<file path="src/rtl/core/rdmc_ram.sv">
// Generic single-write, single-read RAM with registered read data.
module rdmc_ram #(
  parameter int WIDTH = 8,
  parameter int DEPTH = 256,
  localparam int AW = (DEPTH > 1) ? $clog2(DEPTH) : 1
) (
  input  logic             clk,
  input  logic             we,
  input  logic [AW-1:0]    waddr,
  input  logic [WIDTH-1:0] wdata,
  input  logic [AW-1:0]    raddr,
  output logic [WIDTH-1:0] rdata
);

  logic [WIDTH-1:0] mem [DEPTH];

  always_ff @(posedge clk) begin
    if (we) begin
      mem[waddr] <= wdata;
    end
    rdata <= mem[raddr];
  end

endmodule

</file>
<file path="config.mk">
export PLATFORM = sky130hd
export DESIGN_NAME = rdmc_ram
export DESIGN_NICKNAME = d
export VERILOG_FILES = /design/src/rtl/core/rdmc_ram.sv
export SDC_FILE = /design/constraint.sdc
export NUM_CORES = 2
export LEC_CHECK = 0
export BUFFER_PORTS_ARGS = -buffer_cell sky130_fd_sc_hd__buf_2
export CORE_MARGIN = 2
export CORE_UTILIZATION = 45
export DETAILED_ROUTE_END_ITERATION = 8
export GPL_TIMING_DRIVEN = 1
export PLACE_DENSITY_LB_ADDON = 0.1
export SLEW_MARGIN = 20
export SYNTH_ARGS = -nofsm -noshare
export SYNTH_HDL_FRONTEND = slang
export SYNTH_SLANG_ARGS = --single-unit
</file>
<file path="constraint.sdc">
create_clock -name clk -period 4 [get_ports clk]
set_clock_uncertainty 0.15 [all_clocks]
set_input_delay 0.2 -clock clk [delete_from_list [all_inputs] [get_ports clk]]
set_output_delay 0.2 -clock clk [all_outputs]
set_load 0.02 [all_outputs]
</file>
==> results by group <==
Worst setup path
  • Arrival @ worst endpoint: 3.44 ns
  • Kind of launch point of the worst setup path: input pin
  • Startpoint-to-endpoint class of the critical path: input pin to register
  • WP data required: 4.31 ns
  • Endpoint kind of the worst setup timing path: register
  • Crit-path slowest cell: nand3_2
  • Ordered cell list for the critical path: dlygate4sd3_1, buf_2, nor2b_1, nand3_2, buf_4, nor2_1
  • Slowest stage delay, CP: 0.67 ns
  • Crit-path max FO: 10

Logic synthesis
  • Proportion of synthesized chip area in sequential cells: 77.50%
  • Total number of yosys warnings: 0
  • Mux contribution to synthesized area: 14.62%
  • Flops & latches, synth: 2056
  • Ys flop type: edfxtp_1
  • Async S/R FF share, synth: 0%
  • Simple-gate area share of the yosys netlist: 2.628%
  • Synthesized area: 0.07956 mm2
  • Synth Instances: 3733
  • Compound-cell area share of the yosys netlist: 3.419%
  • Dominant combinational cell family by area after synthesis: multiplexers
  • Avg Cell Area, Syn: 21.31 um2
  • Synthesized Nets: 3759
  • Number of synthesized flops with an enable pin: 2048
  • Adder and majority cell fraction of the synthesized area: 0%
  • Post-Synth XOR/XNOR Area: 0%
  • Distinct cell type count of the synthesized netlist: 55

GRT
  • Global-route total usage across every layer: 23.51%
  • Overflow left after global routing: 0
  • Met2 Track Usage GR: 37.39%
  • Via count of the first global-routing pass: 39.84k
  • First-pass GRT wire length: 300700 um
  • Initial antenna violation count: 13
  • GRT Max-Usage Layer: met2
  • Pin count of the biggest net entering global routing: 127
  • Met3 capacity usage during global routing: 3.233%
  • Met1 Use GR: 34.74%

STA
  • Final Cycle Share: 78.41%
  • Clock period minus worst slack: 3.136 ns
  • Hold Violations, Final: 0
  • Rel. slew slack: 26.01%
  • Max Clk Rate: 318.8 MHz
  • Final-report setup violation count: 0
  • Setup repair after global routing missed its margin: false
  • Slew at the pin closest to its max-slew limit: 1.100 ns
  • Worst hold slack across all endpoints: 0.1104 ns
  • Pins Over Slew Limit: 0

Run
  • Max-cap violations: 0

Floorplan
  • Die Span X: 424.5 um
  • Total Die Area: 0.1802 mm2
  • Die span in y: 424.5 um
  • Initial Util: 45.22%
  • Floorplan Core Area: 0.1759 mm2
  • FP Rows: 154
  • Ports placed on the boundary: 34

Drt
  • DR pass1 iterations: 5
  • Avg WL per Cell: 32.02 um
  • Detailed-route DRC error count: 0
  • Detail Route Antenna Nets: 0
  • Wire length after detailed routing: 210300 um
  • Detailed-route vias per instance: 5.955
  • Iter 0 DRT Violations: 4544
  • Vias: 39.11k

Pwr
  • Net switching power: 0.009751 W
  • Clock Power Share: 42.1%
  • Maximum vdd ir drop: 0.4072 mV
  • Power density over the cells: 496.2 mW/mm2
  • Internal: 0.03532 W
  • Power share of the combinational group: 5.1%
  • Final Total Pwr: 0.04507 W
  • Pleak: 28.37 nW
  • Sequential cell fraction of total power: 52.8%
  • Switching fraction of total power: 21.63%

Layout
  • Non-filler instance count after layout: 6567
  • Net count reported at finish: 4080
  • Most common library cell in the layout ignoring fill and taps: edfxtp_1
  • Relative area change from synthesis to final layout: 14.18%
  • Final design utilization: 51.64%
  • Fill cells: 13.81k
  • Leading cell types in the layout, fill and taps excluded: edfxtp_1 (2048), mux4_2 (454), nor2_1 (279)
  • Proportion of layout cells with a drive suffix above 1: 25.93%

Outcome
  • Run status: finished, final reports clean

CTS
  • H-tree depth reported by CTS: 4
  • Clock Tree Buf Depth: 3
  • Clock Sink Count: 2056
  • CTS hold repair buffers: 13
  • Number of resized instances in the post-cts repair step: 0
  • Clock buffers created by TritonCTS: 210
  • Worst-path clk slew: 0.06 ns
  • Post-CTS Setup Bufs: 0
  • Buffer type at the clock tree root: clkbuf_16
  • TritonCTS clock tree: done
  • Clock latency on the worst-skew pair: 0.84 ns

Placement
  • Half-perimeter wire length after detailed placement: 130300 um
  • IO Port Bufs: 33
  • Placer's final routability congestion estimate: 0.7966
  • Cell total after placement: 6169

Min path
  • Hold Path Class: input pin to register
==> synthesized netlist by cell type (22+ instances only) <==
cell type     n  area share [%]
edfxtp_1   2048              77
mux4_2      454              13
nor2_1      282             1.3
mux2i_1     134             1.7
a22oi_1     133             1.3
clkbuf_1    111            0.52
a21oi_1      96            0.60
o221ai_1     46            0.51
nand3_1      34            0.21
nand2_1      33            0.16
buf_2        31            0.20
nor2b_1      31            0.24
o22ai_1      28            0.22
buf_4        27            0.25
nor4_1       24            0.19
buf_1        22            0.10
nor3_1       22            0.14
==> critical path: cells and delay by family <==
kind / cells / cell delay, ns
simple gates: 3 / 1.89
buf+inv: 3 / 1.33
==> power groups by stage <==
stage	registers (W)	logic (W)	clock network [W]
after floorplan	0.0242	0.00115	0
after detailed placement	0.0242	0.00234	0
final	0.0238	0.00232	0.0190
after CTS	0.0238	0.00235	0.0193
after global placement	0.0242	0.00232	0
after global routing	0.0238	0.00245	0.0201
==> final cells by class <==
type	count	area, um2	area share (%)
Sequential cell	2056	61660	67.88
Multi-Input combinational cell	1442	16530	18.20
Clock buffer	263	5494	6.048
Timing Repair Buffer	342	3085	3.397
Tap cell	2340	2928	3.223
Clock inverter	121	1126	1.240
Inverter	2	7.507	0.008264
Antenna cell	1	2.502	0.002755
==> per-stage QoR <==
stage                     setup TNS [ns]  worst slack [ns]  cell area (um2)
final                                  0            0.8637            90840
after global routing                   0            0.7581            90830
after CTS                              0            0.8811            90830
after floorplan                        0             1.712            79560
after detailed placement               0            0.1758            84080
after global placement           -0.6296           -0.4202            84060
==> routing by layer <==
metal	vias to the layer above	routed length, um
met5	-	0
li1	16356	-
met4	0	4346
met3	256	11900
met1	21211	92840
met2	1285	101200
==> registers in the layout (all words and copies together) (netlist names) <==
signal / flops
mem: 2048
rdata: 8
==> cell families after synthesis <==
kind of cell | count (synthesis)
buffers and inverters | 235
AND/OR/NAND/NOR | 466
flip-flops | 2056
multiplexers | 591
AO/OA/AOI/OAI | 385
==> worst paths after layout <==
kind / start / end / depth (start not counted) / slack, ns
max reg2reg: mem[136][2] / rdata[2] / 8 / 1.02
max: waddr[3] / mem[106][2] / 6 / 0.86
min reg2reg: mem[74][6] / rdata[6] / 5 / 0.95
min: we / mem[208][2] / 3 / 0.11
(Power assumes the default switching activity.)
